==> src/abld_pkg.sv <==
// abld_pkg: shared types, codes and timing constants for the analog button
// ladder decoder. No dependencies.
package abld_pkg;

  localparam int NUM_BUTTONS_DEF = 4;
  localparam int SAMPLE_BITS     = 10;
  localparam int IDX_BITS        = 2;
  localparam int TIME_BITS       = 32;
  localparam int COUNT_BITS      = 3;
  localparam int REG_IDX_BITS    = 3;

  localparam logic [TIME_BITS-1:0] SAMPLE_PERIOD_MS    = 32'd20;
  localparam logic [TIME_BITS-1:0] DEBOUNCE_PERIOD_MS  = 32'd5;
  localparam logic [1:0]           DEBOUNCE_STEPS      = 2'd3;
  localparam logic [TIME_BITS-1:0] HOLDOFF_AFTER_UP_MS = 32'd50;
  localparam logic [TIME_BITS-1:0] NEW_PRESS_WINDOW_MS = 32'd300;

  localparam logic [SAMPLE_BITS-1:0] TOL_RESET = 10'd32;

  localparam logic [1:0] EV_NONE    = 2'd0;
  localparam logic [1:0] EV_PRESS   = 2'd1;
  localparam logic [1:0] EV_HOLD    = 2'd2;
  localparam logic [1:0] EV_RELEASE = 2'd3;

  localparam logic [REG_IDX_BITS-1:0] REG_TOLERANCE = 3'd0;
  localparam logic [REG_IDX_BITS-1:0] REG_IN_USE    = 3'd1;
  localparam logic [REG_IDX_BITS-1:0] REG_LEVEL0    = 3'd2;

  typedef struct packed {
    logic                found;
    logic [IDX_BITS-1:0] idx;
  } match_t;

  function automatic logic [SAMPLE_BITS-1:0] abs_diff(
    input logic [SAMPLE_BITS-1:0] a,
    input logic [SAMPLE_BITS-1:0] b
  );
    return (a >= b) ? (a - b) : (b - a);
  endfunction

endpackage

==> src/analog_button_ladder_decoder_core.sv <==
// analog_button_ladder_decoder_core: top level of the ladder keypad decoder.
// Depends on abld_pkg and abld_match.
//
// Usage:
//   Slave stream (s_tvalid/s_tready/s_tdata) carries one poll word: time in
//   ms, the raw ladder sample and a suppress request. Master stream
//   (m_tvalid/m_tready/m_tdata) returns exactly one result word per poll:
//   event code, button index, elapsed ms and the down flags.
//   Config channel (cfg_valid/cfg_ready/cfg_index/cfg_data) writes the
//   tolerance, button count and button levels; cfg_ready is always high.
//   Write config only while no poll is in flight.
// Timing:
//   One poll per cycle sustained while m_tready stays high. The result word appears on the master
//   side the cycle after the poll is taken; one output register holds it.
//   All decode logic sits between the state registers and that register.
// Reset (rst, sync, active high): all state and config return to defaults,
//   output register empties. When the receiver stalls, the result word holds
//   and s_tready drops until it is taken.
module analog_button_ladder_decoder_core #(
  parameter int NUM_BUTTONS = abld_pkg::NUM_BUTTONS_DEF
) (
  input  logic        clk,
  input  logic        rst,
  input  logic        s_tvalid,
  output logic        s_tready,
  input  logic [47:0] s_tdata,   // now_ms[31:0], adc_sample[41:32], suppress_request[42]
  output logic        m_tvalid,
  input  logic        m_tready,
  output logic [39:0] m_tdata,   // event_code[1:0], button_index[3:2], elapsed_ms[35:4],
                                 // button_down[36], was_down[37]
  input  logic        cfg_valid,
  output logic        cfg_ready,
  input  logic [abld_pkg::REG_IDX_BITS-1:0] cfg_index,
  input  logic [abld_pkg::SAMPLE_BITS-1:0]  cfg_data
);
  import abld_pkg::*;

  // config
  logic [SAMPLE_BITS-1:0] tolerance;
  logic [COUNT_BITS-1:0]  in_use;
  logic [SAMPLE_BITS-1:0] levels [NUM_BUTTONS];

  // state; the was-down flag only lives in the result word
  logic [TIME_BITS-1:0]   last_sample_time, last_sample_time_next;
  logic [SAMPLE_BITS-1:0] last_sample_value, last_sample_value_next;
  logic [1:0]             debounce_count, debounce_count_next;
  logic [IDX_BITS-1:0]    current_button, current_button_next;
  logic                   is_down, is_down_next;
  logic                   was_down_flag_next;
  logic [TIME_BITS-1:0]   press_time, press_time_next;
  logic [TIME_BITS-1:0]   release_time, release_time_next;
  logic                   suppress_armed, suppress_armed_next;

  // result
  logic [1:0]           ev_next;
  logic [IDX_BITS-1:0]  idx_next;
  logic [TIME_BITS-1:0] elapsed_next;
  logic                 out_valid;
  logic [39:0]          out_data;

  logic                   accept;
  logic [TIME_BITS-1:0]   now;
  logic [SAMPLE_BITS-1:0] sample;
  logic                   req;
  logic [TIME_BITS-1:0]   since;
  logic [TIME_BITS-1:0]   since_release;
  logic [TIME_BITS-1:0]   since_press;
  logic [1:0]             dc;
  logic                   supp;
  match_t                 match;

  assign now    = s_tdata[31:0];
  assign sample = s_tdata[41:32];
  assign req    = s_tdata[42];

  assign s_tready  = !out_valid || m_tready;
  assign accept    = s_tvalid && s_tready;
  assign cfg_ready = 1'b1;
  assign m_tvalid  = out_valid;
  assign m_tdata   = out_data;

  assign since         = now - last_sample_time;
  assign since_release = now - release_time;
  assign since_press   = now - press_time;

  abld_match #(
    .NUM_BUTTONS(NUM_BUTTONS)
  ) u_match (
    .sample    (sample),
    .tolerance (tolerance),
    .in_use    (in_use),
    .levels    (levels),
    .result    (match)
  );

  always_comb begin
    last_sample_time_next  = last_sample_time;
    last_sample_value_next = last_sample_value;
    debounce_count_next    = debounce_count;
    current_button_next    = current_button;
    is_down_next           = is_down;
    was_down_flag_next     = is_down;
    press_time_next        = press_time;
    release_time_next      = release_time;
    supp                   = suppress_armed || req;
    suppress_armed_next    = supp;
    ev_next                = EV_NONE;
    idx_next               = '0;
    elapsed_next           = '0;
    dc                     = (abs_diff(sample, last_sample_value) > tolerance) ? 2'd1
                                                                              : debounce_count;

    if ((debounce_count == 2'd0 && since < SAMPLE_PERIOD_MS) ||
        (debounce_count != 2'd0 && since < DEBOUNCE_PERIOD_MS)) begin
      // not yet time to sample
    end else begin
      last_sample_time_next  = now;
      last_sample_value_next = sample;
      if (dc < DEBOUNCE_STEPS) begin
        debounce_count_next = dc + 2'd1;
      end else begin
        debounce_count_next = 2'd0;
        if (match.found) begin
          if (since_release >= HOLDOFF_AFTER_UP_MS) begin
            if ((current_button != match.idx && since_press < NEW_PRESS_WINDOW_MS) ||
                !is_down) begin
              current_button_next = match.idx;
              is_down_next        = 1'b1;
              press_time_next     = now;
              ev_next             = EV_PRESS;
              idx_next            = match.idx;
              elapsed_next        = since_release;
            end else begin
              ev_next      = EV_HOLD;
              idx_next     = current_button;
              elapsed_next = since_press;
            end
          end
        end else if (is_down) begin
          is_down_next      = 1'b0;
          release_time_next = now;
          if (supp) begin
            was_down_flag_next  = 1'b0;
            suppress_armed_next = 1'b0;
          end else begin
            ev_next      = EV_RELEASE;
            idx_next     = current_button;
            elapsed_next = since_press;
          end
        end
      end
    end
  end

  always_ff @(posedge clk) begin
    if (rst) begin
      tolerance <= TOL_RESET;
      in_use    <= '0;
      for (int i = 0; i < NUM_BUTTONS; i++) begin
        levels[i] <= '0;
      end
    end else if (cfg_valid) begin
      if (cfg_index == REG_TOLERANCE) begin
        tolerance <= cfg_data;
      end
      if (cfg_index == REG_IN_USE) begin
        in_use <= cfg_data[COUNT_BITS-1:0];
      end
      for (int i = 0; i < NUM_BUTTONS; i++) begin
        if (cfg_index == REG_LEVEL0 + REG_IDX_BITS'(i)) begin
          levels[i] <= cfg_data;
        end
      end
    end
  end

  always_ff @(posedge clk) begin
    if (rst) begin
      last_sample_time  <= '0;
      last_sample_value <= '0;
      debounce_count    <= '0;
      current_button    <= '0;
      is_down           <= 1'b0;
      press_time        <= '0;
      release_time      <= '0;
      suppress_armed    <= 1'b0;
      out_valid         <= 1'b0;
    end else begin
      if (accept) begin
        last_sample_time  <= last_sample_time_next;
        last_sample_value <= last_sample_value_next;
        debounce_count    <= debounce_count_next;
        current_button    <= current_button_next;
        is_down           <= is_down_next;
        press_time        <= press_time_next;
        release_time      <= release_time_next;
        suppress_armed    <= suppress_armed_next;
        out_valid         <= 1'b1;
      end else if (m_tready) begin
        out_valid <= 1'b0;
      end
    end
  end

  always_ff @(posedge clk) begin
    if (accept) begin
      out_data <= {2'b00, was_down_flag_next, is_down_next, elapsed_next, idx_next, ev_next};
    end
  end

endmodule

==> src/abld_match.sv <==
// abld_match: first-hit match of a settled sample against the button levels.
// Depends on abld_pkg.
module abld_match #(
  parameter int NUM_BUTTONS = abld_pkg::NUM_BUTTONS_DEF
) (
  input  logic [abld_pkg::SAMPLE_BITS-1:0] sample,
  input  logic [abld_pkg::SAMPLE_BITS-1:0] tolerance,
  input  logic [abld_pkg::COUNT_BITS-1:0]  in_use,
  input  logic [abld_pkg::SAMPLE_BITS-1:0] levels [NUM_BUTTONS],
  output abld_pkg::match_t                 result
);
  import abld_pkg::*;

  logic [COUNT_BITS-1:0] count_sat;
  logic [NUM_BUTTONS-1:0] hit;

  assign count_sat = (in_use > COUNT_BITS'(NUM_BUTTONS)) ? COUNT_BITS'(NUM_BUTTONS) : in_use;

  always_comb begin
    for (int n = 0; n < NUM_BUTTONS; n++) begin
      hit[n] = (COUNT_BITS'(n) < count_sat) && (abs_diff(sample, levels[n]) < tolerance);
    end
  end

  // lowest index wins
  always_comb begin
    result.found = 1'b0;
    result.idx   = '0;
    for (int n = NUM_BUTTONS - 1; n >= 0; n--) begin
      if (hit[n]) begin
        result.found = 1'b1;
        result.idx   = IDX_BITS'(n);
      end
    end
  end

endmodule

==> config.mk <==
export PLATFORM = sky130hd
export DESIGN_NAME = analog_button_ladder_decoder_core
export DESIGN_NICKNAME = d
export VERILOG_FILES = /design/src/abld_pkg.sv /design/src/analog_button_ladder_decoder_core.sv /design/src/abld_match.sv
export SDC_FILE = /design/constraint.sdc
export NUM_CORES = 1
export LEC_CHECK = 0
export BUFFER_PORTS_ARGS = -buffer_cell sky130_fd_sc_hd__buf_2
export CORE_MARGIN = 4
export CORE_UTILIZATION = 57
export DETAILED_ROUTE_END_ITERATION = 7
export PLACE_DENSITY = 0.81
export SYNTH_ARGS = -nofsm -noshare
export SYNTH_HDL_FRONTEND = slang
export SYNTH_SLANG_ARGS = --single-unit
==> constraint.sdc <==
create_clock -name clk -period 6.9 [get_ports clk]
set_input_delay 1.035 -clock clk [delete_from_list [all_inputs] [get_ports clk]]
set_output_delay 1.035 -clock clk [all_outputs]
set_load 0.01 [all_outputs]
* Yosys cells after proc, flatten, opt, wreduce, memory -nomap -nowiden
Index checks and enable logic that the tools add are counted.
** Storage, ports and cells
- Input port bits :: 66
- Register bits :: 204
- Word-level logic and storage cells :: 132
** Cells by class
- Bitwise operators :: 3
- Muxes and demuxes :: 43
- Magnitude comparators :: 20
- Eq/ne operators :: 6
- Add/sub/neg operators :: 14
- Reductions and logical operators :: 29
** Operators with widths (number)
- 2-to-1 mux 32 bit :: 5
- subtractor 10 bit :: 10
- subtractor 32 bit :: 3
- >= comparator 10 bit :: 5
- 2-to-1 mux 10 bit :: 5
- less-than comparator 10 bit :: 4
- >= comparator 32 x 6 -> 1 bit, second input constant :: 1
- less-than comparator 32 x 3 -> 1 bit, second input constant :: 1
- less-than comparator 32 x 5 -> 1 bit, second input constant :: 1
- less-than comparator 32 x 9 -> 1 bit, second input constant :: 1
- 2-to-1 mux 2 bit :: 12
- 2-to-1 mux 1 bit :: 16
- 2-to-1 mux 3 bit :: 5
- AND reduction 2 bit :: 7
- greater-than comparator 10 bit :: 1
- AND reduction 5 bit :: 2
- logical AND 1 bit :: 8
- == test 3 x 2 -> 1 bit, second input constant :: 2
- == test 3 bit, second input constant :: 2
- less-than comparator 1 x 3 -> 1 bit, first input constant :: 2
- less-than comparator 2 x 3 -> 1 bit, first input constant :: 2
- AND reduction 6 bit :: 1
- logical OR 1 bit :: 4
- nonzero test 2 bit :: 2
- other kinds (10) :: 13

* Longest topological paths before layout
- Depth after elaboration :: 16
- Mapped depth :: 30

* Cells and area by module
From an unflattened synthesis, not the netlist that was laid out.
** Unflattened totals
- Cells, all modules :: 2605
- Area, all modules :: 20118.0 um^2
** By module, submodules not included
- analog_button_ladder_decoder_core :: times used 1, seq. area each 4464.3 um^2, area an instance 15872.7 um^2, cells an instance 2054
- abld_match :: times used 1, seq. area each 0.0 um^2, area an instance 4245.3 um^2, cells an instance 551

* Worst setup path before layout
OpenSTA, ideal clock, no wires.
- Kind :: input port to flip-flop
- From :: input port s_tdata[32]
- To :: register out_data[16] (netlist: m_tdata[16]) (data pin)
- Library setup time :: 264 ps
- Arrival time :: 6811 ps
- Setup slack :: -174 ps
- Required time :: 6636 ps
- Cell stages on the path :: 28
- Path through :: inv_1 ha_1 inv_1 fa_1 a21o_1 a21o_1 a21o_1 a21oi_1 a21oi_1 o21ai_0 a211o_1 buf_1 mux2i_1 a21oi_1 xnor2_1 ha_1 a211o_1 a211o_1 nor3_1 nor4b_1 o31a_1 a2111oi_0 nor4b_1 o2111a_1 a21boi_1 a21oi_1 buf_2 o22ai_1
** Between the ends
- Word-level cells in the longest chain between the ends :: 14
- Elaborated cells on any way between the ends :: 42
- Classes of those cells :: 10 x add/sub; 11 x order compare; 1 x eq/ne; 13 x mux; 7 x reduce/logical
** RTL lines
- from (decl) :: line analog_button_ladder_decoder_core.sv:26 : input logic [47:0] s_tdata,
- subtractor 10 bit / >= comparator 10 bit (equally long branches) :: line abld_pkg.sv:38 : return (a >= b) ? (a - b) : (b - a);
- 2-to-1 mux 10 bit :: line abld_pkg.sv:38
- less-than comparator 10 bit :: line abld_match.sv:21 : hit[n] = (COUNT_BITS'(n) < count_sat) && (abs_diff(sample, levels[n]) < tolerance);
- logical AND 1 bit :: line abld_match.sv:21
- 2-to-1 mux 3 bit (4 in a row) :: line abld_match.sv:30 : if (hit[n]) begin
- inequality test 2 bit :: line analog_button_ladder_decoder_core.sv:125 : if ((current_button != match.idx && since_press < NEW_PRESS_WINDOW_MS) ||
- logical AND 1 bit :: line analog_button_ladder_decoder_core.sv:125
- logical OR 1 bit :: line analog_button_ladder_decoder_core.sv:125
- 2-to-1 mux 32 bit :: line analog_button_ladder_decoder_core.sv:125
- 2-to-1 mux 32 bit :: line analog_button_ladder_decoder_core.sv:124 : if (since_release >= HOLDOFF_AFTER_UP_MS) begin
- 2-to-1 mux 32 bit :: line analog_button_ladder_decoder_core.sv:123 : if (match.found) begin
- to (signal assigned) :: line analog_button_ladder_decoder_core.sv:207 : out_data <= {2'b00, was_down_flag_next, is_down_next, elapsed_next, idx_next, ev_next};
- to (decl) :: line analog_button_ladder_decoder_core.sv:59 : logic [39:0] out_data;
Several ways; a longest one is shown, not always the timed one.
A chain may end at the register's enable or synchronous reset.

* Worst setup path in the final report
- From :: input port s_tdata[32]
- To :: register press_time[0]
** Between the ends
- Word-level cells in the longest chain between the ends :: 12
- Elaborated cells on any way between the ends :: 40
- Classes of those cells :: 10 x add/sub; 11 x order compare; 1 x eq/ne; 10 x mux; 1 x bitwise; 7 x reduce/logical
** RTL lines
- subtractor 10 bit / >= comparator 10 bit (equally long branches) :: line abld_pkg.sv:38
- 2-to-1 mux 10 bit :: line abld_pkg.sv:38
- less-than comparator 10 bit :: line abld_match.sv:21
- logical AND 1 bit :: line abld_match.sv:21
- 2-to-1 mux 3 bit (4 in a row) :: line abld_match.sv:30
- inequality test 2 bit :: line analog_button_ladder_decoder_core.sv:125
- logical AND 1 bit :: line analog_button_ladder_decoder_core.sv:125
- logical OR 1 bit :: line analog_button_ladder_decoder_core.sv:125
- AND reduction 6 bit (no source line) *
- to (signal assigned) :: line analog_button_ladder_decoder_core.sv:195 : press_time <= press_time_next;
- to (decl) :: line analog_button_ladder_decoder_core.sv:50 : logic [TIME_BITS-1:0] press_time, press_time_next;
Every way passes the cells marked *; elsewhere a longest branch is shown, timed or not.

==> impl_metrics.json <==
{
  "syn_area_um2": 19600,
  "fin_area_um2": 21900,
  "netlist_instances": 2539,
  "vias_per_cell": 6.30,
  "vias": 19600,
  "crit_arrival_ns": 7.17,
  "max-slew-margin-rel_pct": 25.8,
  "drc": 0,
  "port_buffers": 100,
  "antenna_found_initial": 3,
  "yosysTopAreaCell": "dfxtp_1",
  "clock_latency_ns": 0.54,
  "hold_violations": 0,
  "leakage_nw": 8.74,
  "drt_wl_total_um": 61400,
  "ys_warn_count": 0,
  "synth_common_cells": "a21oi_1 (319), nand2_1 (241), ha_1 (235)",
  "area_growth_pct": 11.7,
  "gp_congestion": 0.993,
  "placed_cell_area_um2": 20900,
  "critPathKind": "input pin to flop",
  "finalCoreUtilization_pct": 64.9,
  "post_drt_wl_per_cell_um": 19.7,
  "r2r-end": "press_time[0]",
  "r2r_setup_slack_ns": 0.56,
  "clockRootBuffer": "clkbuf_16",
  "cp.required_ns": 7.35,
  "rr_startpoint": "levels[10]",
  "dr.first_iter.drc_count": 1943,
  "start_util_pct": 58.1,
  "min_path_type": "flop to flop",
  "synth_cell_type_count": 84,
  "ys_seq_area_share_pct": 22.7,
  "fp.dieW_um": 194,
  "grt_pass1_wl_um": 96100,
  "grt_pass1_vias": 18200,
  "nNetsFinal": 2956,
  "max_stage_delay_ns": 0.40,
  "rows": 67,
  "core_um2": 33800,
  "cp.depth": 30,
  "critPathBufInv": 5,
  "maxCapViolCount": 0,
  "gr-total-overflow": 0,
  "rsz0062_at_grt": "yes",
  "crit_path_max_fanout": 10,
  "ir_drop_mv": 0.187,
  "cp-startpoint": "s_tdata[32]",
  "cp-start-kind": "input pin",
  "slew_viol_final": 0,
  "first_pass_iters": 6,
  "die_h_um": 194,
  "cts.clk_slew.worst_paths_ns": 0.06,
  "critPathSlowestCell": "fa_1",
  "fin_setup_tns_ns": 0,
  "die-area_um2": 37500,
  "cts_made_buffers": 25,
  "fmax_ghz": 0.149,
  "period_share_pct": 97.5,
  "cts_tree": "yes",
  "hold_ws_ns": 0.458,
  "ant_nets": 0,
  "status": "completed",
  "h-tree-depth": 1,
  "cp-endpoint": "press_time[0]",
  "io-pin-count": 109,
  "synth_flop_cell": "dfxtp_1",
  "dp_slack_ns": -0.537,
  "synth_top_area_share_pct": 16.9,
  "worstHoldStart": "levels[29]",
  "min_period_ns": 6.73,
  "fin_skew_ns": 0.0266,
  "tightestPinTransition_ns": 1.10,
  "grt_max_degree": 131,
  "grt_use_total_pct": 30.8,
  "final.setup.worst_slack_ns": 0.174,
  "cts_max_path_buffers": 3,
  "yosys-top-cells-area": "dfxtp_1 (17%), ha_1 (15%), a21oi_1 (8.1%)",
  "clock_sinks": 204,
  "finalSetupViolations": 0,
  "rr_worst_depth": 28,
  "critPathCaptureType": "flop",
  "fillers": 2901,
  "dp_hpwl_um": 47200,
  "cts_hold_buf": 0,
  "power_density_nw_per_um2": 177,
  "yosysMostFrequentCell": "a21oi_1",
  "drive_gt1_share_pct": 10.9,
  "avgSynthCellArea_um2": 7.74,
  "cp_top_family": "compound AO/OA/AOI/OAI gates",
  "postSynth.asyncResetShare_pct": 0,
  "synth-edff-count": 38,
  "ys_seq_elements": 204
}
==> final cells by class <==
cell class	count	area (µm²)	share of cell area [%]
multi-input combinational	2009	14000	63.9
sequential	204	4460	20.4
timing repair buffer	182	1220	5.57
inverter	220	830	3.78
clock buffer	32	716	3.26
tap	448	561	2.56
clock inverter	12	129	0.588
antenna	3	7.51	0.0342
==> worst register-to-register path: cells and delay by family, from the launching register on <==
| family | cells | cell delay (ns) |
|---|---|---|
| flip-flops | 1 | 0.37 |
| XOR/XNOR | 1 | 0.17 |
| adder cells (fa/ha/maj) | 3 | 0.86 |
| multiplexers | 2 | 0.60 |
| AO/OA/AOI/OAI | 15 | 3.01 |
| buffers and inverters | 3 | 0.42 |
| AND/OR/NAND/NOR | 4 | 0.86 |
==> worst min path at each step <==
| stage | cells after the start | slack, ns | end |
|---|---|---|---|
| after floorplan | 2 | 0.44 | last_sample_value[9] |
| after global placement | 2 | 0.44 | tolerance[8] |
| after detailed placement | 2 | 0.45 | levels[29] |
| after CTS | 2 | 0.46 | levels[29] |
| after global routing | 2 | 0.48 | tolerance[9] |
| final | 2 | 0.46 | levels[29] |
==> registers in the layout (all words and copies together), names as in the netlist <==
signal	flops
current_button	2
debounce_count	2
in_use	3
is_down	1
last_sample_time	32
last_sample_value	10
levels	40
m_tdata	38
m_tvalid	1
press_time	32
release_time	32
suppress_armed	1
tolerance	10
==> power breakdown <==
part / switching (W) / total, W / internal (W) / leakage, nW
combinational: 0.000758 / 0.00125 / 0.000489 / 6.59
sequential: 0.0000219 / 0.00127 / 0.00125 / 1.73
clock: 0.000547 / 0.00136 / 0.000809 / 0.418
total: 0.00133 / 0.00387 / 0.00255 / 8.74
==> through the flow <==
step / power [W] / cells
after CTS: 0.00384 / 3105
after detailed placement: 0.00249 / 3061
final: 0.00387 / 3110
after floorplan: 0.00214 / 2540
after global placement: 0.00245 / 3061
after global routing: 0.00406 / 3110
==> timing repair <==
item / 4_1_cts / 5_1_grt
setup buffers: 0 / 1
gates resized for setup: 1 / 25
gates cloned: 0 / 1
pin swaps: 0 / 11
setup endpoints to repair: 5 / 70
==> metal layers <==
metal,part of all wire (%),global-route usage (%),routed length (µm),vias to the layer above
met2,42,46.9,26100,855
met1,45,44.6,27500,9278
met5,0,0,0,-
li1,-,-,-,9300
met4,3.3,9.31,2050,0
met3,9.4,5.56,5780,167
==> logic make-up (layout without fill, tap and decap cells) <==
kind of cell	after synthesis	count (layout)	synth area share (%)
flops	204	204	22.7
simple gates	774	774	18.9
mux	127	127	6.57
compound gates	766	766	24.8
xor+xnor	91	91	4.06
buf+inv	327	446	6.60
fa+ha+maj	248	248	16.3
other cells	2	6	0.0382
==> placed cells by master (no fill, tap or decap), types with 12 or more instances in the layout <==
| master | instances |
|---|---|
| a211oi_1 | 27 |
| a21o_1 | 67 |
| a21oi_1 | 315 |
| a31oi_1 | 16 |
| and2_1 | 12 |
| and3_1 | 17 |
| buf_2 | 99 |
| buf_4 | 73 |
| clkbuf_16 | 26 |
| dfxtp_1 | 166 |
| edfxtp_1 | 38 |
| fa_1 | 13 |
| ha_1 | 235 |
| inv_1 | 218 |
| mux2_2 | 15 |
| mux2i_1 | 109 |
| nand2_1 | 241 |
| nand2b_1 | 82 |
| nand3_1 | 43 |
| nand4_1 | 34 |
| nor2_1 | 192 |
| nor2b_1 | 22 |
| nor3_1 | 49 |
| nor4_1 | 12 |
| o211ai_1 | 23 |
| o21a_1 | 28 |
| o21ai_0 | 85 |
| o21bai_1 | 37 |
| o22ai_1 | 23 |
| o31ai_1 | 13 |
| or3_1 | 18 |
| xnor2_1 | 51 |
| xor2_1 | 40 |
Power figures use the tool's default switching activity.
